$ cat src/ptds_ram.sv
// Generic single-write, single-read RAM with registered read data.
// No dependencies.
module ptds_ram #(
    parameter int unsigned WIDTH = 32,
    parameter int unsigned DEPTH = 64
) (
    input  logic                     i_clk,
    input  logic                     i_we,
    input  logic [$clog2(DEPTH)-1:0] i_waddr,
    input  logic [WIDTH-1:0]         i_wdata,
    input  logic [$clog2(DEPTH)-1:0] i_raddr,
    output logic [WIDTH-1:0]         o_rdata
);
    logic [WIDTH-1:0] r_mem [DEPTH];
    logic [WIDTH-1:0] r_rdata;

    always_ff @(posedge i_clk) begin
        if (i_we) begin
            r_mem[i_waddr] <= i_wdata;
        end
        r_rdata <= r_mem[i_raddr];
    end

    assign o_rdata = r_rdata;
endmodule

$ cat config.mk
export PLATFORM = sky130hd
export DESIGN_NAME = ptds_ram
export DESIGN_NICKNAME = d
export VERILOG_FILES = /design/src/ptds_ram.sv
export SDC_FILE = /design/constraint.sdc
export NUM_CORES = 2
export LEC_CHECK = 0
export ABC_AREA = 0
export BUFFER_PORTS_ARGS = -buffer_cell sky130_fd_sc_hd__buf_2
export CAP_MARGIN = 25
export CORE_ASPECT_RATIO = 1.1
export CORE_MARGIN = 1.5
export CORE_UTILIZATION = 35
export CTS_CLUSTER_DIAMETER = 50
export DETAILED_ROUTE_END_ITERATION = 6
export PLACE_DENSITY = 0.56
export SYNTH_ARGS = -nofsm -noshare
export SYNTH_HDL_FRONTEND = slang
export SYNTH_SLANG_ARGS = --single-unit
$ cat constraint.sdc
create_clock -name i_clk -period 4.9 [get_ports i_clk]
set_input_delay 0.245 -clock i_clk [delete_from_list [all_inputs] [get_ports i_clk]]
set_output_delay 0.245 -clock i_clk [all_outputs]
set_load 0.005 [all_outputs]
==> After elaboration in Yosys (flattened, before gate mapping) <==
Memories as Yosys holds them, arrays and structs flattened. A register that Yosys moved wholly into a read port is not among the register bits.
Cells that the tools add are included.
{ "totals": {"reg_bits": 0, "ramBits": 2048, "in_bits": 46, "elab_cells": 3, "mem_count": 1} }
{ "memory_table": {"columns": ["name", "depth", "word_bits", "read_ports", "rd_ports_with_merged_regs", "write_ports", "line_no", "text"], "rows": [
  ["r_mem", 64, 32, 1, 1, 1, "14", "logic [WIDTH-1:0] r_mem [DEPTH];"]
]} }
{ "classes": {"muxes": 2} }
{ "ops": {"columns": ["cell", "count"], "rows": [
  ["1-bit 2-to-1 mux", 2]
]} }

==> Depth between registers and ports, before layout <==
{ "depth": {"word_depth": 2, "mapped_depth": 10, "mapped_depth_nobuf": 5} }

==> Least setup slack after synthesis <==
OpenSTA, ideal clock, no wires.
{ "synth_timing": {"path_type": "input port to flip-flop", "from": "input i_waddr[3]", "to": "memory r_mem[48][0] (enable)", "setup_ps": 461, "t_arrival_ps": 2944, "setup_slack_ps": 1495, "stages": 4, "n_path_buf": 1, "cell_sequence": "clkbuf_1 nor2b_1 nand4b_1 nor3_1"} }
{ "synth_rtl": {"columns": ["item", "line_no", "text"], "rows": [
  ["start: declaration", "9", "input logic [$clog2(DEPTH)-1:0] i_waddr,"],
  ["end: declaration", "14", null]
]} }
Straight into the memory's write port.

==> reports/results.tsv <==
stage	metric	value	unit
cells_and_area	finalNetCount	3667	
hold_path	hold_end	r_mem[10][28]	
clocking	cts_tree	yes	
sta	hold_violations	0	
sta	post-route-period-util	59.7	%
grt	antenna_found_initial	18	
hold_path	holdCritStartpoint	i_wdata[28]	
clocking	cts_buffers	203	
sta	worst_pin_slew	1.09	ns
cells_and_area	design_area	90700	um2
synthesis	yosys_register_bits	2080	
setup_path	end_kind	flip-flop	
clocking	h-tree-depth	4	
cells_and_area	syn_to_final_growth	15.6	%
floorplanning	die_w	455	um
grt	globalRouteOverflowTotal	0	
floorplanning	start_util	35.2	%
route	via_count	36378	
synthesis	synth_nets	3370	
floorplanning	design.core.area	223000	um2
cells_and_area	fillers	19352	
route	routed_wl	206	mm
sta	rsz0062_at_grt	false	
setup_path	reg2reg_slack	2.58	ns
synthesis	synthCells	3324	
outcome	status	finished, final reports clean	
setup_path	path_class	input pin to flip-flop	
route	remaining_drc_errors	0	
setup_path	timing.rr.end	o_rdata[7]	
place	buffer_ports.inserted	77	
cells_and_area	ff_latch_area	62100	um2
floorplanning	die_h	500	um
floorplanning	die-area	227000	um2
sta	setup_viol	0	
synthesis	synth_area	78500	um2
sta	skew	0.0276	ns
grt	grt_max_degree	69	
setup_path	crit_chain	dlygate4sd3_1 -> buf_2 -> buf_4 -> nand2b_2 -> buf_4 -> o22ai_1 -> nor2_1	
synthesis	syn_avg_cell_area	23.6	um2
sta	final.min_clock_period	2.92	ns
hold_path	hold_path.class	input pin to flip-flop	
route	first_iter_violations	3732	
clocking	clk_path_buf_depth	3	
setup_path	startpoint_type	input pin	
floorplanning	rows	182	
route	via_per_inst	5.39	
synthesis	synth_cell_type_count	34	
setup_path	required	5.57	ns
setup_path	crit_fanout	24	
power_and_ir_drop	vdd_drop_max	347	uV
sta	max_freq	0.342	GHz
synthesis	synth_top_cell_by_area	edfxtp_1	
setup_path	rr_worst_depth	4	
setup_path	critical_path.top_delay_family	buffers and inverters	
synthesis	ys_warn_count	0	
cells_and_area	multi_input_area	16000	um2
setup_path	crit_slowest_cell	nand2b_2	
synthesis	synth_seq_area_share	79.1	%
hold_path	hold_depth	2	
setup_path	slowest_delay	0.60	ns
grt	first_global_vias	37785	
setup_path	crit_top_cell	buf_4	
place	gp_congestion	0.802	
place	post_dp_cell_area	83800	um2
grt	grt_pass1_wl	291	mm
job	drv_cap	0	
power_and_ir_drop	powerDensity	406	nW/um2
route	firstDrtPassIters	6	
setup_path	crit_arrival	3.59	ns
clocking	clk_pin_slew_worst_paths	0.06	ns
route	ant_nets	0	
setup_path	cp_num_buf_inv	4	
sta	finalSetupTns	0	ns
cells_and_area	layout-drive-gt1-share	30.4	%
clocking	cts_root_buf	clkbuf_16	
clocking	clk_latency	0.85	ns
clocking	clock_sinks	2080	
power_and_ir_drop	p_leak	28.0	nW
route	wire_per_inst	30.6	um
synthesis	yosys-top-cells-area	edfxtp_1, mux4_2, mux2i_1, dfxtp_1, o22ai_1	
grt	grtUsageTotal	18.1	%
sta	slew_viol_final	0	
sta	slew_headroom	27.0	%
floorplanning	io_pins	78	
setup_path	r2r_start	r_mem[63][7]	
place	dp_hpwl	119	mm
synthesis	synth.top_cell.area_share	78.3	%
==> metal layers <==
metal	vias up	wire length, um	share of wire (%)	track usage (%)
met1	19992	85700	42	24.3
met2	1194	105000	51	30.6
li1	14909	-	-	-
met5	-	24	0.012	0
met3	279	11000	5.3	2.89
met4	4	5200	2.5	4.95
==> final cells by class <==
cell class	count	share of cell area, %
clock buffers	268	5.99
flip-flops and latches	2080	68.5
repair buffers	274	2.70
well taps	2944	4.06
clock inverters	108	1.12
diodes	7	0.0193
multi-input cells	1062	17.6
==> synthesized netlist by cell type <==
master	n
o22ai_1	84
or3b_2	3
edfxtp_1	2048
nand3b_1	5
and3_1	4
or2_1	1
nor2b_1	15
mux4_2	544
dfxtp_1	32
nand2_1	26
or2_2	1
buf_6	5
o32ai_1	4
or2_0	1
or3b_1	2
a41o_1	4
nor2_1	137
buf_4	25
nor3_1	7
nand3_1	5
nand4_1	2
clkbuf_1	74
a311oi_1	8
a31oi_1	1
mux2i_1	93
a22oi_1	12
nand2b_1	8
nand4b_1	1
buf_2	57
or3_1	3
a21oi_1	62
and2_1	2
buf_1	21
o221ai_1	27
==> flip-flops by register name, indices dropped and copies added (netlist names) <==
register  count
o_rdata      32
r_mem      2048
==> layout by cell type (no fill, tap or decap), types with 3 or more instances in the layout <==
cell type	n
nand3b_1	5
nand2b_1	7
a311oi_1	7
or3_1	3
nand2_1	25
nor2_4	62
o32ai_1	4
edfxtp_1	2048
nor2_1	75
clkinv_2	28
nand3_1	5
clkbuf_1	57
buf_8	3
nor3_1	5
buf_16	3
inv_6	7
nor2b_1	15
bufinv_16	15
o221ai_1	27
a21oi_1	62
dlygate4sd3_1	17
a22oi_1	12
buf_4	141
mux4_2	544
a41o_1	4
clkbuf_16	206
clkinv_1	40
o22ai_1	84
buf_2	73
dfxtp_1	32
mux2i_1	93
buf_12	36
clkinv_8	3
clkbuf_8	5
inv_16	4
diode_2	7
and3_1	4
clkinvlp_4	10
or3b_2	3
==> stage by stage <==
stage               setup WS, ns  cells  utilization (%)  power [mW]  hold WS (ns)
global placement            1.19   6322             37.5        22.0         0.630
detailed placement          1.20   6331             37.6        22.0         0.631
CTS                         1.92   6714             40.5        37.2       0.00291
global route                1.96   6740             40.7        37.9        0.0457
floorplan                   1.50   3324                -        21.1         0.344
finish                      1.98   6743             40.7        36.9        0.0437
==> cell families (layout without fill, tap and decap cells) <==
logic type	after synthesis	count (layout)	share of synthesized area [%]
other cells	0	7	0
mux	637	637	16.8
compound gates	202	202	1.67
flops	2080	2080	79.1
buf+inv	182	650	1.13
simple gates	223	223	1.27
==> what timing repair did <==
action                                 4_1_cts  5_1_grt
hold buffers                                 7       10
setup buffers                                0        0
resized for setup                            0        0
endpoints found under the hold margin      135      262
==> report_power, final <==
group / switching, mW / internal [mW]
Clock: 6.65 / 8.61
Sequential: 0.0853 / 19.7
Combinational: 1.11 / 0.707
==> worst max-delay path by stage <==
| stage | from | end | slack (ns) | cells past startpoint |
|---|---|---|---|---|
| 2_1_floorplan | i_waddr[3] | r_mem[48][0] | 1.50 | 4 |
| 3_3_place_gp | i_raddr[1] | o_rdata[26] | 1.19 | 8 |
| 3_5_place_dp | i_raddr[0] | o_rdata[24] | 1.20 | 8 |
| 4_1_cts | i_raddr[4] | o_rdata[24] | 1.92 | 7 |
| 5_1_grt | i_raddr[4] | o_rdata[24] | 1.96 | 7 |
| 6_report | i_raddr[4] | o_rdata[22] | 1.98 | 7 |
No activity file was read; power rests on OpenSTA's default activity.
