==> src/ptds_pkg.sv <==
// Package for the 1-D Poisson tridiagonal solver.
// Holds shared types and register codes; no dependencies.
package ptds_pkg;

    localparam int unsigned WORD_W = 32;

    // configuration register indexes
    localparam logic [1:0] CFG_LEFT  = 2'd0;
    localparam logic [1:0] CFG_RIGHT = 2'd1;
    localparam logic [1:0] CFG_INV   = 2'd2;

    localparam logic [WORD_W-1:0] SAT_MAX = 32'h7FFF_FFFF;
    localparam logic [WORD_W-1:0] SAT_MIN = 32'h8000_0000;

    // saturated 32-bit value plus its overflow mark
    typedef struct packed {
        logic [WORD_W-1:0] v;
        logic              f;
    } t_sat32;

    typedef enum logic [10:0] {
        S_IDLE = 11'b000_0000_0001,
        S_FRD  = 11'b000_0000_0010,
        S_FMUL = 11'b000_0000_0100,
        S_DIVS = 11'b000_0000_1000,
        S_DIVW = 11'b000_0001_0000,
        S_BRD  = 11'b000_0010_0000,
        S_BMUL = 11'b000_0100_0000,
        S_BSUB = 11'b000_1000_0000,
        S_ERD  = 11'b001_0000_0000,
        S_ELD  = 11'b010_0000_0000,
        S_EWT  = 11'b100_0000_0000
    } t_state;

endpackage

==> src/ptds_div.sv <==
// Serial restoring divider: (num << FRAC_BITS) / den, truncated, saturated.
// Depends on ptds_pkg. One quotient bit per cycle.
module ptds_div #(
    parameter int unsigned FRAC_BITS = 16
) (
    input  logic        i_clk,
    input  logic        i_rst_n,
    input  logic        i_start,
    input  logic [31:0] i_num,
    input  logic [31:0] i_den,
    output logic        o_done,
    output logic [31:0] o_quot,
    output logic        o_sat
);
    import ptds_pkg::*;

    localparam int unsigned NW = WORD_W + FRAC_BITS;
    localparam int unsigned CNW = $clog2(NW + 1);

    logic [NW-1:0]  r_dvd;
    logic [31:0]    r_rem;
    logic [31:0]    r_dvs;
    logic           r_neg;
    logic [CNW-1:0] r_cnt;
    logic           r_done;

    logic [31:0] num_mag;
    logic [31:0] den_mag;
    logic [32:0] rem_sh;
    logic        take;
    logic [32:0] rem_sub;

    assign num_mag = i_num[31] ? (~i_num + 32'd1) : i_num;
    assign den_mag = i_den[31] ? (~i_den + 32'd1) : i_den;
    assign rem_sh  = {r_rem, r_dvd[NW-1]};
    assign take    = rem_sh >= {1'b0, r_dvs};
    assign rem_sub = rem_sh - {1'b0, r_dvs};

    always_ff @(posedge i_clk) begin
        if (!i_rst_n) begin
            r_cnt  <= '0;
            r_done <= 1'b0;
        end else begin
            r_done <= 1'b0;
            if (i_start) begin
                r_dvd <= {num_mag, {FRAC_BITS{1'b0}}};
                r_rem <= '0;
                r_dvs <= den_mag;
                r_neg <= i_num[31] ^ i_den[31];
                r_cnt <= CNW'(NW);
            end else if (r_cnt != '0) begin
                // shift one dividend bit into the remainder, quotient bit in at the bottom
                r_rem  <= take ? rem_sub[31:0] : rem_sh[31:0];
                r_dvd  <= {r_dvd[NW-2:0], take};
                r_cnt  <= r_cnt - CNW'(1);
                r_done <= (r_cnt == CNW'(1));
            end
        end
    end

    logic hi_any;
    logic exact_min;
    assign hi_any    = |r_dvd[NW-1:31];
    assign exact_min = (r_dvd[NW-1:31] == {{(NW-32){1'b0}}, 1'b1}) && (r_dvd[30:0] == '0);

    always_comb begin
        o_sat  = 1'b0;
        o_quot = r_dvd[31:0];
        if (r_neg) begin
            if (hi_any && !exact_min) begin
                o_sat  = 1'b1;
                o_quot = SAT_MIN;
            end else begin
                o_quot = ~r_dvd[31:0] + 32'd1;
            end
        end else if (hi_any) begin
            o_sat  = 1'b1;
            o_quot = SAT_MAX;
        end
    end

    assign o_done = r_done;
endmodule

==> config.mk <==
export PLATFORM = sky130hd
export DESIGN_NAME = ptds_div
export DESIGN_NICKNAME = d
export VERILOG_FILES = /design/src/ptds_pkg.sv /design/src/ptds_div.sv
export SDC_FILE = /design/constraint.sdc
export NUM_CORES = 1
export LEC_CHECK = 0
export ABC_AREA = 1
export BUFFER_PORTS_ARGS = -buffer_cell sky130_fd_sc_hd__clkbuf_2
export CAP_MARGIN = 30
export CELL_PAD_IN_SITES_DETAIL_PLACEMENT = 0
export CELL_PAD_IN_SITES_GLOBAL_PLACEMENT = 2
export CORE_ASPECT_RATIO = 0.75
export CORE_UTILIZATION = 30
export DETAILED_ROUTE_END_ITERATION = 16
export PLACE_DENSITY_LB_ADDON = 0.1
export SETUP_SLACK_MARGIN = 0.4
export SLEW_MARGIN = 20
export SYNTH_ARGS = -nofsm -noshare
export SYNTH_HDL_FRONTEND = slang
export SYNTH_SLANG_ARGS = --single-unit
==> constraint.sdc <==
create_clock -name i_clk -period 7.1 [get_ports i_clk]
set_clock_uncertainty 0.1 [all_clocks]
set_input_delay 0.355 -clock i_clk [delete_from_list [all_inputs] [get_ports i_clk]]
set_output_delay 0.355 -clock i_clk [all_outputs]
set_load 0.02 [all_outputs]
After elaboration in Yosys (flattened, before gate mapping):

Cells that the tools add are included.
Widths: inputs -> output; s select.

* register bits after elaboration: 120
* latch bits: 0
* memory bits (writable): 0
* ROM bits: 0
* input port bits: 67
* memories kept: 0

* add/sub/neg operators: 5
* $mul: 0
* divide/modulo/power cells: 0
* order comparisons: 1
* equality and inequality tests: 2
* shift-type cells: 0
* multiplexer cells: 14
* bitwise operators: 6
* reductions and logical operators: 11

Operators with widths (number)
* $mux 32: 6
* $add 32x1->32 const B: 3
* $mux 48: 2
* $not 32->32: 3
* $ge 33x32->1: 1
* $sub 32x32->32: 1
* $logic_not 31->1: 1
* $mux 31: 1
* $eq 17x1->1 const B: 1
* $reduce_or 17->1: 1
* $mux 6: 2
* $eq 6x1->1 const B: 1
* $reduce_bool 6->1: 1
* $sub 6x1->6 const B: 1
* $reduce_and 2->1: 2
* $mux 1: 3
* $reduce_or 3->1: 1
* $logic_and 1x1->1: 2
* $not 1->1: 2
* $reduce_bool 2->1: 1
* $reduce_or 2->1: 1
* $logic_not 1->1: 1
* $xor 1x1->1: 1

Longest topological paths before layout:

* word-level depth: 6
* mapped depth: 17

Worst setup path before layout:

OpenSTA, ideal clock, no wires.

* path type: register -> register
* start point: reg r_cnt[0]
* end point: reg r_dvd[0], enable pin
* setup time: 0.629 ns
* arrival time: 6.440 ns
* slack: -0.069 ns
* stages on the path, launching flop included: 8
* buffers on the path: 0
* period minus slack after synthesis: 7.169 ns
* cells stage by stage: dfxtp_1 -> inv_1 -> ha_1 -> inv_1 -> nor2_1 -> inv_1 -> nor2_1 -> o21ai_0

* cells in the longest elaborated chain, start to end: 3

Ends and longest elaborated chain
* from (decl): RTL line ptds_div.sv:24 `logic [CNW-1:0] r_cnt;`
* from (signal assigned): RTL line ptds_div.sv:50 `r_cnt <= CNW'(NW);`
* from (signal assigned): RTL line ptds_div.sv:55 `r_cnt <= r_cnt - CNW'(1);`
* $reduce_bool 6->1: RTL line ptds_div.sv:51 `end else if (r_cnt != '0) begin`
* $reduce_bool 2->1 (no line)
* $reduce_and 2->1 (no line)
* to (signal assigned): RTL line ptds_div.sv:46 `r_dvd <= {num_mag, {FRAC_BITS{1'b0}}};`
* to (signal assigned): RTL line ptds_div.sv:54 `r_dvd <= {r_dvd[NW-2:0], take};`
* to (decl): RTL line ptds_div.sv:20 `logic [NW-1:0] r_dvd;`

No other way between the ends.
A chain may end at the register's enable or synchronous reset.

Worst setup path after layout:

* start point: reg r_dvd[0]
* end point: out o_quot[14]

* cells in the longest elaborated chain, start to end: 6
* elaborated cells on any way between the ends: 8
* classes of those cells: 1 x add/sub; 2 x mux; 1 x bitwise; 4 x reduce/logical

Ends and longest elaborated chain
* parallel branches: the longest is 4 deep, another holds $add 32x1->32
* $mux 32 *: RTL line ptds_div.sv:70 `if (hi_any && !exact_min) begin`
* $mux 32 *: RTL line ptds_div.sv:69 `if (r_neg) begin`
* to (decl): RTL line ptds_div.sv:12 `output logic [31:0] o_quot,`

Mark *: on every way between the ends.

==> metrics.cfg <==
[run_status]
outcome = finished clean

[sta]
rsz0062_at_grt = no
final.min_clock_period_ns = 3.489
max-slew-margin-rel = 0.3700
finalSetupViolCount = 0
finalHoldViolCount = 0
finalCritPeriodShare = 0.4914
tightest_slew_ns = 0.9440
drv_slew = 0
final.setup.tns_ns = 0
fmax_ghz = 0.2866

[die]
rows = 59
die_area_um2 = 36130
die-width_um = 219.2
die_y_um = 164.9
initial_core_util = 0.3052
design.portCount = 101
coreArea_um2 = 34770

[placed_design]
routabilityCongestion = 0.8362
dpl.hpwl_um = 27540
io_buffers = 100

[finish]
syn_to_final_growth_pct = 14.27
nNetsFinal = 1796
post-route-util = 0.3487
drive_gt1_frac = 0.1027
antenna_cells = 0

[cts]
post_cts.repair.setup_buffers = 0
cts.sinks = 120
cts-root-buf = clkbuf_16
ctsResizeCount = 0
hold_buffers = 0
insertion_delay_ns = 0.44
clk_path_buf_depth = 2
htreeDepth = 4
cts.clk_slew.worst_paths_ns = 0.06
cts_buffers = 17
tritoncts = yes

[yosys]
synth.avg_cell_area_um2 = 6.607
synth_cells = 1606
netlist_area_um2 = 10610
ys_seq_area_frac = 0.3330
synthXorXnorAreaFrac = 0.07016
synth_top_area_frac = 0.3198
synth-simple-area-share = 0.3750
ys_top_cells_by_area = edfxtp_1 (32%), nand2_1 (17%), inv_1 (9.1%), nor2_1 (8.3%), xor2_1 (5.9%)
yosysMostFrequentCell = nand2_1
ys.flop_type = edfxtp_1
synth_nets = 1711
synth_top_cell_by_area = edfxtp_1
synthMuxAreaShare = 0
synth-compound-area-share = 0.06379
ys_warn_count = 0
synth_top_family_by_area = simple AND/OR/NAND/NOR gates
synth_seq_cells = 120
netlist_top_cells_count = nand2_1 (474), inv_1 (258), nor2_1 (235)
synth-adder-area-share = 0.04551
yosysUniqueCellTypes = 42
async_flop_share = 0
synth_edf_count = 113

[critical_path]
critPathRequiredTime_ns = 6.64
crit_buf_inv = 2
cp_top_family = simple AND/OR/NAND/NOR gates
critPathCaptureType = output pin
crit_chain = inv_1, ha_1, nand3_4, nor2_2, nand2_1, nor2_1, nand2_1, nand2_4, nand2_4, o21ai_0, clkbuf_2
critical_path_class = reg -> out
slowest_stage = edfxtp_1
cp_max_fo = 17
crit_arrival_ns = 3.03
cp_slowest_stage_delay_ns = 0.40
worstSetupStartpointType = flip-flop

[run]
maxCapViolations = 0

[detailed_routing]
first_iter_violations = 648
wl_per_cell_um = 16.29
wl_um = 35210
drc_errors = 0
vias_per_cell = 4.627
vias = 9999
dr.pass1.iters = 5
drtAntennaViolNets = 0

[global_routing]
grt_pass1_wl_um = 54630
overflow = 0
antenna_found_initial = 0
grt_usage = 0.2019
first_global_vias = 9400
grt_max_degree = 61

[hold_path]
hold_class = in -> reg

[power_and_ir_drop]
p_leak_nw = 6.003
irDropWorstVdd_uv = 137.6
powerDensity_nw_per_um2 = 265.3

## cell type report
class	instances	area, um2
Clock buffer	18	429.2
Clock inverter	14	155.1
Fill cell	3853	22640
Inverter	268	1008
Multi-Input combinational cell	1180	5897
Sequential cell	120	3533
Tap cell	457	571.8
Timing Repair Buffer	104	530.5
## stage by stage
stage | hold slack, ns | instance area (um2) | setup slack [ns] | total power (W) | std cells
6_report | 0.05240 | 12130 | 3.611 | 0.003217 | 2161
5_1_grt | 0.03850 | 12130 | 3.344 | 0.003459 | 2161
3_3_place_gp | 0.3722 | 11540 | 3.626 | 0.002340 | 2129
4_1_cts | 0.02970 | 12130 | 3.501 | 0.003243 | 2161
2_1_floorplan | 0.3539 | 10610 | 2.095 | 0.001939 | 1606
3_5_place_dp | 0.3740 | 11540 | 4.000 | 0.002329 | 2129
## kinds of logic after synthesis
logic type	after synthesis
flops	120
compound gates	131
xor+xnor	85
simple gates	926
fa+ha+maj	38
buf+inv	306
## state kept, by name (all words and copies together), names as in the netlist
signal / cells
r_dvd: 48
r_dvs: 32
r_neg: 1
o_done: 1
r_cnt: 6
r_rem: 32
## placed cells by master, fill, tap and decap left out, types with 22 or more instances in the layout
| master | Yosys | routed |
|---|---|---|
| edfxtp_1 | 113 | 113 |
| nand2_1 | 474 | 473 |
| nor2_1 | 235 | 235 |
| nand3_1 | 108 | 108 |
| nand4_1 | 22 | 22 |
| inv_1 | 258 | 258 |
| clkbuf_2 | 0 | 100 |
| nand3b_1 | 26 | 26 |
| xor2_1 | 71 | 71 |
| ha_1 | 37 | 37 |
| o21ai_0 | 85 | 84 |
| a21oi_1 | 28 | 28 |
## path summary, 6_finish.rpt
kind | from | to | slack, ns | cells past startpoint
setup / recovery | r_dvd[0] | o_quot[14] | 3.61 | 11
hold / removal | i_den[0] | r_dvs[0] | 0.05 | 1
setup reg to reg | r_rem[17] | r_rem[0] | 4.15 | 14
hold reg to reg | r_cnt[3] | r_cnt[3] | 0.38 | 2
## power by group
| group | internal [W] | total [W] | leakage [nW] | switching, W |
|---|---|---|---|---|
| Combinational | 0.000413 | 0.00131 | 4.55 | 0.000897 |
| Clock | 0.000546 | 0.000892 | 0.277 | 0.000345 |
| Sequential | 0.000930 | 0.00102 | 1.18 | 0.0000853 |
| Total | 0.00189 | 0.00322 | 6.00 | 0.00133 |
## layer usage
metal | wire length (um) | global-route usage | share of wire
met5 | 0 | 0 | 0
met4 | 414 | 0.04956 | 0.012
met3 | 1524 | 0.03241 | 0.043
met2 | 13090 | 0.2680 | 0.37
met1 | 20180 | 0.3258 | 0.57
Power figures use the tool's default switching activity.
